`config.mk`:
```
export PLATFORM = sky130hd
export DESIGN_NAME = epoch_to_calendar_unit
export DESIGN_NICKNAME = d
export VERILOG_FILES = /design/src/hw/rtl/ecal_pkg.sv /design/src/hw/rtl/ecal_div.sv /design/src/hw/rtl/epoch_to_calendar_unit.sv
export VERILOG_INCLUDE_DIRS = /design/src /design/src/hw/rtl
export SDC_FILE = /design/constraint.sdc
export NUM_CORES = 2
export LEC_CHECK = 0
export ABC_AREA = 0
export BUFFER_PORTS_ARGS = -buffer_cell sky130_fd_sc_hd__buf_2
export CORE_MARGIN = 3
export CORE_UTILIZATION = 50
export DETAILED_ROUTE_END_ITERATION = 10
export PLACE_DENSITY = 0.66
export SETUP_SLACK_MARGIN = 0.4
export SLEW_MARGIN = 30
export SYNTH_ARGS = -nofsm -noshare
export SYNTH_HDL_FRONTEND = slang
export SYNTH_SLANG_ARGS = --single-unit
export TNS_END_PERCENT = 50
```
`constraint.sdc`:
```
create_clock -name clk -period 15.05 [get_ports clk]
set_clock_uncertainty 0.05 [all_clocks]
set_input_delay 0 -clock clk [delete_from_list [all_inputs] [get_ports clk]]
set_output_delay 0 -clock clk [all_outputs]
set_load 0.05 [all_outputs]
```
`src/hw/rtl/epoch_to_calendar_unit_macros.svh`:
```
// ----------------------------------------------------------------------------
// Epoch to calendar unit: assertion macros
// Concurrent check helpers, compiled out when SYNTH is defined.
// ----------------------------------------------------------------------------
`ifndef EPOCH_TO_CALENDAR_UNIT_MACROS_SVH
`define EPOCH_TO_CALENDAR_UNIT_MACROS_SVH

`ifndef SYNTH
`define ECAL_ASSERT_IMPL(lbl, clk, rst_n, ante, cons) \
  lbl: assert property (@(posedge clk) disable iff (!rst_n) (ante) |-> (cons)) \
    else $error("ecal check failed");
`define ECAL_ASSERT_NEXT(lbl, clk, rst_n, ante, cons) \
  lbl: assert property (@(posedge clk) disable iff (!rst_n) (ante) |=> (cons)) \
    else $error("ecal check failed");
`else
`define ECAL_ASSERT_IMPL(lbl, clk, rst_n, ante, cons)
`define ECAL_ASSERT_NEXT(lbl, clk, rst_n, ante, cons)
`endif

`endif

```
`src/hw/rtl/ecal_pkg.sv`:
```
// ----------------------------------------------------------------------------
// Epoch to calendar package
// Shared types and constants for the divider and the sequencer.
// ----------------------------------------------------------------------------
package ecal_pkg;

  localparam int unsigned EpochW   = 31;
  localparam int unsigned DivW     = 32;
  localparam int unsigned DivisorW = 6;
  localparam int unsigned ShiftW   = 6;

  // Reciprocals: x / d is (x * magic) >> shift, exact over the ranges used here
  // (below 2^31 for 60, below 2^20 for 24, below 2^15 for 7)
  localparam logic [DivW-1:0]   MagicDiv60 = 32'h8888_8889;
  localparam logic [ShiftW-1:0] ShiftDiv60 = 6'd37;
  localparam logic [DivW-1:0]   MagicDiv24 = 32'hAAAA_AAAB;
  localparam logic [ShiftW-1:0] ShiftDiv24 = 6'd36;
  localparam logic [DivW-1:0]   MagicDiv7  = 32'h2492_4925;
  localparam logic [ShiftW-1:0] ShiftDiv7  = 6'd32;

  typedef struct packed {
    logic                start;
    logic [DivW-1:0]     dividend;
    logic [DivW-1:0]     magic;
    logic [ShiftW-1:0]   shift;
    logic [DivisorW-1:0] divisor;
  } div_ctl_t;

  typedef struct packed {
    logic                done;
    logic [DivW-1:0]     quotient;
    logic [DivisorW-1:0] remainder;
  } div_res_t;

  // Month lengths, January first; February has 29 days in a leap year
  function automatic logic [4:0] month_len(input logic [3:0] mon, input logic leap);
    logic [4:0] len;
    case (mon)
      4'd0, 4'd2, 4'd4, 4'd6, 4'd7, 4'd9, 4'd11: len = 5'd31;
      4'd1: len = leap ? 5'd29 : 5'd28;
      default: len = 5'd30;
    endcase
    return len;
  endfunction

endpackage

```
`src/hw/rtl/ecal_div.sv`:
```
// ----------------------------------------------------------------------------
// Epoch to calendar: shared constant divider
// Reciprocal multiplication on one shared multiplier: multiply, shift, multiply back, subtract.
// ----------------------------------------------------------------------------
module ecal_div (
  input  logic               clk,
  input  logic               rst_n,
  input  ecal_pkg::div_ctl_t ctl,
  output ecal_pkg::div_res_t res
);
  import ecal_pkg::*;

  localparam logic [2:0] PhIdle  = 3'd0;
  localparam logic [2:0] PhMul   = 3'd1;  // dividend times reciprocal
  localparam logic [2:0] PhShift = 3'd2;  // quotient from the high product bits
  localparam logic [2:0] PhBack  = 3'd3;  // quotient times divisor
  localparam logic [2:0] PhSub   = 3'd4;  // remainder

  logic [2:0]          phase_r, phase_nxt;
  logic                done_r;
  logic [DivW-1:0]     num_r;
  logic [DivW-1:0]     magic_r;
  logic [ShiftW-1:0]   shift_r;
  logic [DivisorW-1:0] div_r;
  logic [DivW-1:0]     quo_r;
  logic [DivisorW-1:0] rem_r;
  logic [2*DivW-1:0]   prod_r;
  logic [DivW-1:0]     mul_a, mul_b;

  // One multiplier, shared by the forward and the back multiplication
  assign mul_a = (phase_r == PhMul) ? num_r : quo_r;
  assign mul_b = (phase_r == PhMul) ? magic_r : {{(DivW-DivisorW){1'b0}}, div_r};

  always_comb begin
    phase_nxt = phase_r;
    case (phase_r)
      PhIdle:  if (ctl.start) phase_nxt = PhMul;
      PhMul:   phase_nxt = PhShift;
      PhShift: phase_nxt = PhBack;
      PhBack:  phase_nxt = PhSub;
      PhSub:   phase_nxt = PhIdle;
      default: phase_nxt = PhIdle;
    endcase
  end

  always_ff @(posedge clk) begin
    if (!rst_n) begin
      phase_r <= PhIdle;
      done_r  <= 1'b0;
    end else begin
      phase_r <= phase_nxt;
      done_r  <= (phase_r == PhSub);
    end
  end

  // Datapath: load on start, then multiply, shift, multiply back, subtract
  always_ff @(posedge clk) begin
    case (phase_r)
      PhIdle: begin
        if (ctl.start) begin
          num_r   <= ctl.dividend;
          magic_r <= ctl.magic;
          shift_r <= ctl.shift;
          div_r   <= ctl.divisor;
        end
      end
      PhMul, PhBack: begin
        prod_r <= (2*DivW)'(mul_a) * (2*DivW)'(mul_b);
      end
      PhShift: begin
        quo_r <= DivW'(prod_r >> shift_r);
      end
      PhSub: begin
        rem_r <= DivisorW'(num_r - prod_r[DivW-1:0]);
      end
      default: begin
      end
    endcase
  end

  assign res.done      = done_r;
  assign res.quotient  = quo_r;
  assign res.remainder = rem_r;

endmodule

```
`src/hw/rtl/epoch_to_calendar_unit.sv`:
```
// ----------------------------------------------------------------------------
// Epoch to calendar unit
// Converts seconds since 1970-01-01 00:00:00 UTC into broken-down UTC time.
// ----------------------------------------------------------------------------
// One item at a time: in_tready is high only while the unit is idle. An item
// makes four passes through the shared divider (seconds, minutes, hours and
// weekday): multiply by a reciprocal, shift out the quotient, multiply it back,
// subtract for the remainder, hand over. The year search then steps one year
// per cycle from 1970 and the month search one month per cycle, and the output
// register is loaded once it is free. The result sits in that register, so a
// finished item waits there without blocking the next acceptance; a second
// result waits in the unit until the first is taken. Leap years use the
// divisible-by-four rule, exact for the 31-bit range.
// ----------------------------------------------------------------------------
module epoch_to_calendar_unit (
  input  logic        clk,
  input  logic        rst_n,
  input  logic        in_tvalid,
  output logic        in_tready,
  input  logic [31:0] in_tdata,   // [30:0] epoch_seconds, [31] zero pad
  output logic        out_tvalid,
  input  logic        out_tready,
  // [5:0] second, [11:6] minute, [16:12] hour, [19:17] weekday,
  // [27:20] years_since_1900, [36:28] day_of_year, [40:37] month,
  // [45:41] day_of_month, [47:46] zero pad
  output logic [47:0] out_tdata
);
  import ecal_pkg::*;

`include "epoch_to_calendar_unit_macros.svh"

  localparam logic [2:0] StIdle = 3'd0;
  localparam logic [2:0] StSec  = 3'd1;
  localparam logic [2:0] StMin  = 3'd2;
  localparam logic [2:0] StHour = 3'd3;
  localparam logic [2:0] StWday = 3'd4;
  localparam logic [2:0] StYear = 3'd5;
  localparam logic [2:0] StMon  = 3'd6;
  localparam logic [2:0] StOut  = 3'd7;

  localparam logic [7:0] FirstYear = 8'd70;   // 1970 as years since 1900
  localparam logic [3:0] LastMonth = 4'd11;

  logic [2:0]  state_r, state_nxt;
  div_ctl_t    div_ctl;
  div_res_t    div_res;

  logic [5:0]  sec_r, min_r;
  logic [4:0]  hour_r;
  logic [2:0]  wday_r;
  logic [14:0] days_r;     // whole days, later the days left to place
  logic [7:0]  year_r;
  logic [8:0]  yday_r;
  logic [3:0]  mon_r;
  logic [47:0] out_data_r;
  logic        out_valid_r;

  logic        leap;
  logic [8:0]  year_len;
  logic [4:0]  mon_len;
  logic        take_in;
  logic        load_out;

  ecal_div u_div (
    .clk   (clk),
    .rst_n (rst_n),
    .ctl   (div_ctl),
    .res   (div_res)
  );

  assign in_tready = (state_r == StIdle);
  assign take_in   = in_tvalid && in_tready;
  assign load_out  = (state_r == StOut) && (!out_valid_r || out_tready);

  // Year and month lengths; year mod 4 matches years_since_1900 mod 4
  assign leap     = (year_r[1:0] == 2'b00);
  assign year_len = leap ? 9'd366 : 9'd365;
  assign mon_len  = month_len(mon_r, leap);

  // Drive the shared divider: each division starts as the previous one ends
  always_comb begin
    div_ctl = '0;
    case (state_r)
      StIdle: begin
        div_ctl.start    = take_in;
        div_ctl.dividend = {1'b0, in_tdata[30:0]};
        div_ctl.magic    = MagicDiv60;
        div_ctl.shift    = ShiftDiv60;
        div_ctl.divisor  = 6'd60;
      end
      StSec: begin
        // whole minutes, below 2^26
        div_ctl.start    = div_res.done;
        div_ctl.dividend = div_res.quotient;
        div_ctl.magic    = MagicDiv60;
        div_ctl.shift    = ShiftDiv60;
        div_ctl.divisor  = 6'd60;
      end
      StMin: begin
        // whole hours, below 2^20
        div_ctl.start    = div_res.done;
        div_ctl.dividend = div_res.quotient;
        div_ctl.magic    = MagicDiv24;
        div_ctl.shift    = ShiftDiv24;
        div_ctl.divisor  = 6'd24;
      end
      StHour: begin
        // day 0 was a Thursday: offset the day count by four
        div_ctl.start    = div_res.done;
        div_ctl.dividend = {17'd0, 15'(div_res.quotient[14:0] + 15'd4)};
        div_ctl.magic    = MagicDiv7;
        div_ctl.shift    = ShiftDiv7;
        div_ctl.divisor  = 6'd7;
      end
      default: begin
        div_ctl = '0;
      end
    endcase
  end

  always_comb begin
    state_nxt = state_r;
    case (state_r)
      StIdle: if (take_in) state_nxt = StSec;
      StSec:  if (div_res.done) state_nxt = StMin;
      StMin:  if (div_res.done) state_nxt = StHour;
      StHour: if (div_res.done) state_nxt = StWday;
      StWday: if (div_res.done) state_nxt = StYear;
      StYear: if (days_r < {6'd0, year_len}) state_nxt = StMon;
      StMon: begin
        if (mon_r == LastMonth || days_r < {10'd0, mon_len}) state_nxt = StOut;
      end
      StOut:  if (load_out) state_nxt = StIdle;
      default: state_nxt = StIdle;
    endcase
  end

  always_ff @(posedge clk) begin
    if (!rst_n) begin
      state_r     <= StIdle;
      out_valid_r <= 1'b0;
    end else begin
      state_r <= state_nxt;
      if (load_out) begin
        out_valid_r <= 1'b1;
      end else if (out_tready) begin
        out_valid_r <= 1'b0;
      end
    end
  end

  // Datapath: capture remainders, then step off years and months
  always_ff @(posedge clk) begin
    case (state_r)
      StSec: if (div_res.done) sec_r <= div_res.remainder;
      StMin: if (div_res.done) min_r <= div_res.remainder;
      StHour: begin
        if (div_res.done) begin
          hour_r <= div_res.remainder[4:0];
          days_r <= div_res.quotient[14:0];
        end
      end
      StWday: begin
        if (div_res.done) begin
          wday_r <= div_res.remainder[2:0];
          year_r <= FirstYear;
        end
      end
      StYear: begin
        if (days_r >= {6'd0, year_len}) begin
          days_r <= days_r - {6'd0, year_len};
          year_r <= year_r + 8'd1;
        end else begin
          yday_r <= days_r[8:0];
          mon_r  <= '0;
        end
      end
      StMon: begin
        if (mon_r != LastMonth && days_r >= {10'd0, mon_len}) begin
          days_r <= days_r - {10'd0, mon_len};
          mon_r  <= mon_r + 4'd1;
        end
      end
      default: begin
      end
    endcase
  end

  // Hold the finished item until the sink takes it
  always_ff @(posedge clk) begin
    if (load_out) begin
      out_data_r <= {2'b00, 5'(days_r[4:0] + 5'd1), mon_r, yday_r, year_r,
                     wday_r, hour_r, min_r, sec_r};
    end
  end

  assign out_tvalid = out_valid_r;
  assign out_tdata  = out_data_r;

  `ECAL_ASSERT_NEXT(a_busy_after_accept, clk, rst_n, take_in, !in_tready)
  `ECAL_ASSERT_IMPL(a_done_in_div_state, clk, rst_n, div_res.done,
                    (state_r == StSec || state_r == StMin ||
                     state_r == StHour || state_r == StWday))
  `ECAL_ASSERT_IMPL(a_year_in_range, clk, rst_n, state_r == StYear, year_r <= 8'd138)
  `ECAL_ASSERT_IMPL(a_month_days_in_range, clk, rst_n, state_r == StMon,
                    (days_r < 15'd366) && (mon_r <= LastMonth))
  `ECAL_ASSERT_NEXT(a_output_loaded, clk, rst_n, load_out, out_tvalid)

endmodule

```
# After elaboration in Yosys (flattened, before gate mapping)
# Index checks and enable logic that the tools add are counted.
op_classes:
  n_lt_le_gt_ge: 4
  n_reduce_logical: 26
  addsub: 7
  bitwise: 1
  shifts: 1
  eq_ne: 31
  mux: 29
  mul: 1
op_table:
  columns: ["op", "n"]
  rows:
  - ["case mux 77 bit (4 select lines)", 1]
  - ["multiplier 32 x 32 -> 64 bit", 1]
  - ["two-way mux 32 bit", 2]
  - [">> shifter 64 x 6 -> 32 bit", 1]
  - ["two-way mux 15 bit", 3]
  - ["case mux 15 bit (3 select lines)", 1]
  - ["two-way mux 3 bit", 9]
  - ["case mux 3 bit (8 select lines)", 1]
  - ["two-way mux 8 bit", 2]
  - ["case mux 8 bit (2 select lines)", 1]
  - ["adder 15 x 3 -> 15 bit (second input constant)", 1]
  - ["== test 3 bit (second input constant)", 5]
  - ["greater-or-equal comparator 15 x 5 -> 1 bit", 1]
  - ["greater-or-equal comparator 15 x 9 -> 1 bit", 1]
  - ["< comparator 15 x 5 -> 1 bit", 1]
  - ["< comparator 15 x 9 -> 1 bit", 1]
  - ["subtractor 15 x 5 -> 15 bit", 1]
  - ["subtractor 15 x 9 -> 15 bit", 1]
  - ["inequality test 2 bit (second input constant)", 7]
  - ["== test 3 x 2 -> 1 bit (second input constant)", 4]
  - ["== test 4 x 3 -> 1 bit (second input constant)", 3]
  - ["case mux 3 bit (4 select lines)", 1]
  - ["AND reduction 2 bit", 6]
  - ["inequality test 2 x 1 -> 1 bit (second input constant)", 5]
  - ["other kinds (28)", 40]
totals:
  output_inout_bits: 50
  elab_cells: 120
  in_bits: 36
  register_bits: 288

# Longest topological paths before layout
depth:
  word_depth: 7
  depth_mapped: 34
  mapped_depth_nobuf: 32

# Modules after synthesis
# Synthesis repeated with hierarchy kept, for this count alone.
hier_totals:
  cells_unflattened: 5043
  hier_area_um2: 48733.0
modules_own_cells:
  columns: ["mod", "seq_area_each_um2", "instances", "cells_each", "area_per_inst_um2"]
  rows:
  - ["ecal_div", 5425.2, 1, 4519, 42988.7]
  - ["epoch_to_calendar_unit", 3143.0, 1, 524, 5744.3]

# Worst setup path after synthesis
# Ideal clock, no wire load.
synth_path:
  kind: "register to register"
  start: "reg u_div.phase_r[0]"
  end: "reg u_div.prod_r[59], data pin"
  synth_period_minus_slack_ns: 11.756
  setup_ns: 0.260
  t_required_ns: 14.740
  arrival_ns: 11.446
  path_slack_ns: 3.294
  path_buffers: 2
  path_stages_with_launch: 29
  path_cell_list: "dfxtp_1 > nor2b_1 > nand2b_1 > clkbuf_1 > a21oi_1 > clkbuf_1 > nor2_1 > fa_1 > inv_1 > fa_1 > fa_1 > fa_1 > inv_1 > fa_1 > inv_1 > fa_1 > inv_1 > fa_1 > fa_1 > ha_1 > nand2_2 > or4_4 > o31ai_4 > a41oi_2 > o21ba_1 > o31a_1 > o21ai_2 > a21oi_1 > xnor2_1"
synth_via:
  elab_chain_len: 3
  word_cells_on_any_way: 4
  classes_between: "1 x mul; 1 x eq/ne; 2 x mux"
synth_lines:
  columns: ["item", "line_no", "text"]
  rows:
  - ["start: declaration", "ecal_div.sv:19", "logic [2:0] phase_r, phase_nxt;"]
  - ["start signal: assignment", "ecal_div.sv:48", "phase_r <= PhIdle;"]
  - ["start signal: assignment", "ecal_div.sv:51", "phase_r <= phase_nxt;"]
  - ["== test 3 x 1 -> 1 bit *", "ecal_div.sv:31, ecal_div.sv:32", null]
  - ["two-way mux 32 bit, on equally long branches", "ecal_div.sv:31, ecal_div.sv:32", null]
  - ["multiplier 32 x 32 -> 64 bit *", "ecal_div.sv:68", "prod_r <= (2*DivW)'(mul_a) * (2*DivW)'(mul_b);"]
  - ["end signal: assignment", "ecal_div.sv:68", null]
  - ["end: declaration", "ecal_div.sv:27", "logic [2*DivW-1:0] prod_r;"]
# Every way passes the cells marked *; elsewhere a longest branch is shown, timed or not.
# A chain may end at the register's enable or synchronous reset.

# Final worst setup path
layout_path:
  start: "reg u_div.phase_r[0]"
  end: "reg u_div.prod_r[63], data pin"
# Same word-level chain as after synthesis.

==> results.ini <==
[placement]
place_hpwl_um=93500
dpl_worst_slack_ns=4.06
place.gp.congestion=0.983
numPortBuffers=82

[detailed_routing]
routed_wirelength_um=110000
routed-via-count=26200
drc=0
drt_iter0_drc=2883
postRouteAntennaNets=0
post_drt_via_cell_ratio=5.65
dr.pass1.iters=6
wire_per_inst_um=23.7

[sta]
worst_slack_ns=4.03
fmax_ghz=0.0907
timing.final.crit_period_ns=11.02
worstMarginPinSlew_ns=0.998
number_of_failing_setup_endpoints_in_the_final_timing_report=0
pins_over_their_slew_limit=0
hold_viol=0
finalHoldWorstSlack_ns=0.00312
setup_total_negative_slack_ns=0
period_share_pct=73.2
timing.slew.headroom_pct=33.5
grt_setup_unrepaired=no

[yosys]
dominant_combinational_cell_family_by_area_after_synthesis=adder cells
synth_xor_area_share_pct=2.42
count_of_distinct_cell_types_in_the_synthesized_netlist=72
synth-warning-count=0
post_synth_simple_gate_area_pct=10.9
synth_enable_flop_cells=243
synth.yosys.seq_area_share_pct=20.2
synth-compound-area-share_pct=6.23
ys_top_cells_by_area=fa_1 33%, edfxtp_1 20%, ha_1 14%
synth_top_area_cell=fa_1
synth.area.mux_share_pct=3.41
synthCells=3650
yosys_register_bits=251
postSynth.asyncResetShare_pct=0
syn_area_mm2=0.0369
synth_fa_ha_area_share_pct=46.9
synth_area_per_cell_um2=10.1
yosys_most_used_dff=edfxtp_1
synth_largest_type_area_fraction_pct=33.2

[floorplan]
die_h_um=278
initial_utilization_pct=51.0
pin_count=86
dieArea_mm2=0.0771
core_mm2=0.0723
placement_rows=98
die_span_x_um=278

[worst_setup_path]
cp.arrival_ns=11.30
cp_slowest_cell=buf_4
ff2ff_setup_slack_ns=4.03
startpoint=u_div.phase_r[0]$_SDFFE_PN0P_
start_kind=flop
reg2reg_depth=30
critical_path_peak_fanout=177
endpoint_kind=flop
critical_path.reg2reg.endpoint=u_div.prod_r[63]$_DFFE_PP_
max_stage_delay_ns=0.65
endpoint=u_div.prod_r[63]$_DFFE_PP_
crit_required_ns=15.33
r2r-start=u_div.phase_r[0]$_SDFFE_PN0P_
path_class=flop to flop
path_common_cell=fa_1

[clock_tree]
clk_path_buf_depth=3
cts_setup_buffers=0
htreeDepth=1
cts_root_buffer=clkbuf_16
sink_count=251
clkTransAtPathRegs_ns=0.08
cts_made_buffers=23
post_cts.resized_instances=0
clock_insertion_delay_worst_skew_ns=0.55
hold_bufs_inserted_after_cts=23
tritoncts=built

[final_layout]
antenna_cell_count=0
layout.cells.most_common_list=821 x inv_1, 612 x fa_1, 405 x ha_1
final_core_utilization_pct=54.2
regArea_mm2=0.00746
multi_input_logic_area_mm2=0.0259
area_growth_syn_to_layout_pct=6.21
filler_cell_count=6487
layout.cells.most_common=inv_1
fraction_of_final_layout_cells_sized_beyond_drive_strength_1_pct=6.16
nets=4722

[worst_hold_path]
worst_hold_path_type=input pin to flop
hp-start=in_tdata[3]

[job]
cap_viol_max_count=0

[global_routing]
grt_pass1_vias=27000
grtUsageTotal_pct=29.3
antenna_found_initial=1
grt_remaining_overflow=0
grt_start_max_net_pins=178
global_route_wire_length_before_repair_um=169000

[outcome]
outcome=finished clean

## routing by layer
layer | share of wire [%] | vias up | routed length (um) | track usage, %
met5 | 0 | - | 0 | 0
met2 | 44 | 1151 | 47900 | 44.2
met3 | 9.5 | 160 | 10500 | 5.71
met1 | 44 | 13200 | 48100 | 43.5
met4 | 3.1 | 0 | 3450 | 7.53
li1 | - | 11700 | - | -
## cell usage after synthesis (all sizes together) (22+ instances only)
| cell | number |
|---|---|
| edfxtp | 243 |
| clkbuf | 121 |
| and3 | 173 |
| mux2 | 22 |
| nand3 | 30 |
| a21oi | 119 |
| a21o | 32 |
| o21bai | 22 |
| xor2 | 45 |
| nor2 | 218 |
| nand2 | 288 |
| inv | 823 |
| nor2b | 30 |
| nand4 | 25 |
| a211oi | 31 |
| xnor2 | 57 |
| mux2i | 65 |
| ha | 405 |
| fa | 612 |
| nor3 | 22 |
| o21ai | 71 |
## worst min-delay path by stage
| stage | slack, ns | endpoint | cells past startpoint |
|---|---|---|---|
| 2_1_floorplan | 0.07 | u_div.done_r$_SDFF_PN0_ | 1 |
| 3_3_place_gp | 0.19 | u_div.done_r$_SDFF_PN0_ | 2 |
| 3_5_place_dp | 0.19 | u_div.done_r$_SDFF_PN0_ | 2 |
| 4_1_cts | 0.0008 | u_div.num_r[4]$_DFFE_PP_ | 4 |
| 5_1_grt | 0.06 | u_div.num_r[2]$_DFFE_PP_ | 4 |
| 6_report | 0.003 | u_div.num_r[3]$_DFFE_PP_ | 4 |
## registers in the layout, summed over array words and instances (netlist names)
signal / cells
days_r: 15
hour_r: 5
min_r: 6
mon_r: 4
out_tdata: 46
out_tvalid: 1
sec_r: 6
state_r: 3
u_div.div_r: 3
u_div.done_r: 1
u_div.magic_r: 3
u_div.num_r: 32
u_div.phase_r: 3
u_div.prod_r: 64
u_div.quo_r: 32
u_div.rem_r: 6
u_div.shift_r: 1
wday_r: 3
yday_r: 9
year_r: 8
## logic make-up (layout without fill, tap and decap cells)
| kind of cell | count (synthesis) | after routing |
|---|---|---|
| other | 1 | 2 |
| DFF | 251 | 251 |
| AOI/OAI and AO/OA | 360 | 360 |
| and+or+nand+nor | 853 | 853 |
| adders and majority gates | 1017 | 1017 |
| muxes | 103 | 103 |
| xor gates and xnor gates | 102 | 102 |
| buffers and inverters | 963 | 997 |
## final cells by class
type | count | share of cell area (%)
clock inverters | 12 | 0.198
multi-input cells | 2437 | 66.1
inverters | 823 | 7.88
flip-flops and latches | 251 | 19.0
repair buffers | 133 | 2.20
well taps | 950 | 3.03
clock buffers | 29 | 1.53
## per-stage QoR
stage	instances	cell area, um2
floorplan	3651	36900
global placement	4571	38200
detailed placement	4571	38300
CTS	4635	39200
global route	4635	39200
finish	4635	39200
## critical path: cells and delay by family, from the launching register on
kind,cells,cell delay (ns)
adder cells (fa/ha/maj),9,4.46
buffers and inverters,7,1.55
AND/OR/NAND/NOR,7,2.29
AO/OA/AOI/OAI,6,1.39
XOR/XNOR,1,0.34
flip-flops,1,0.49
Power is left out: the tool's default activity adds up to more than one toggle a clock period on the data nets, which glitch-free logic cannot reach.
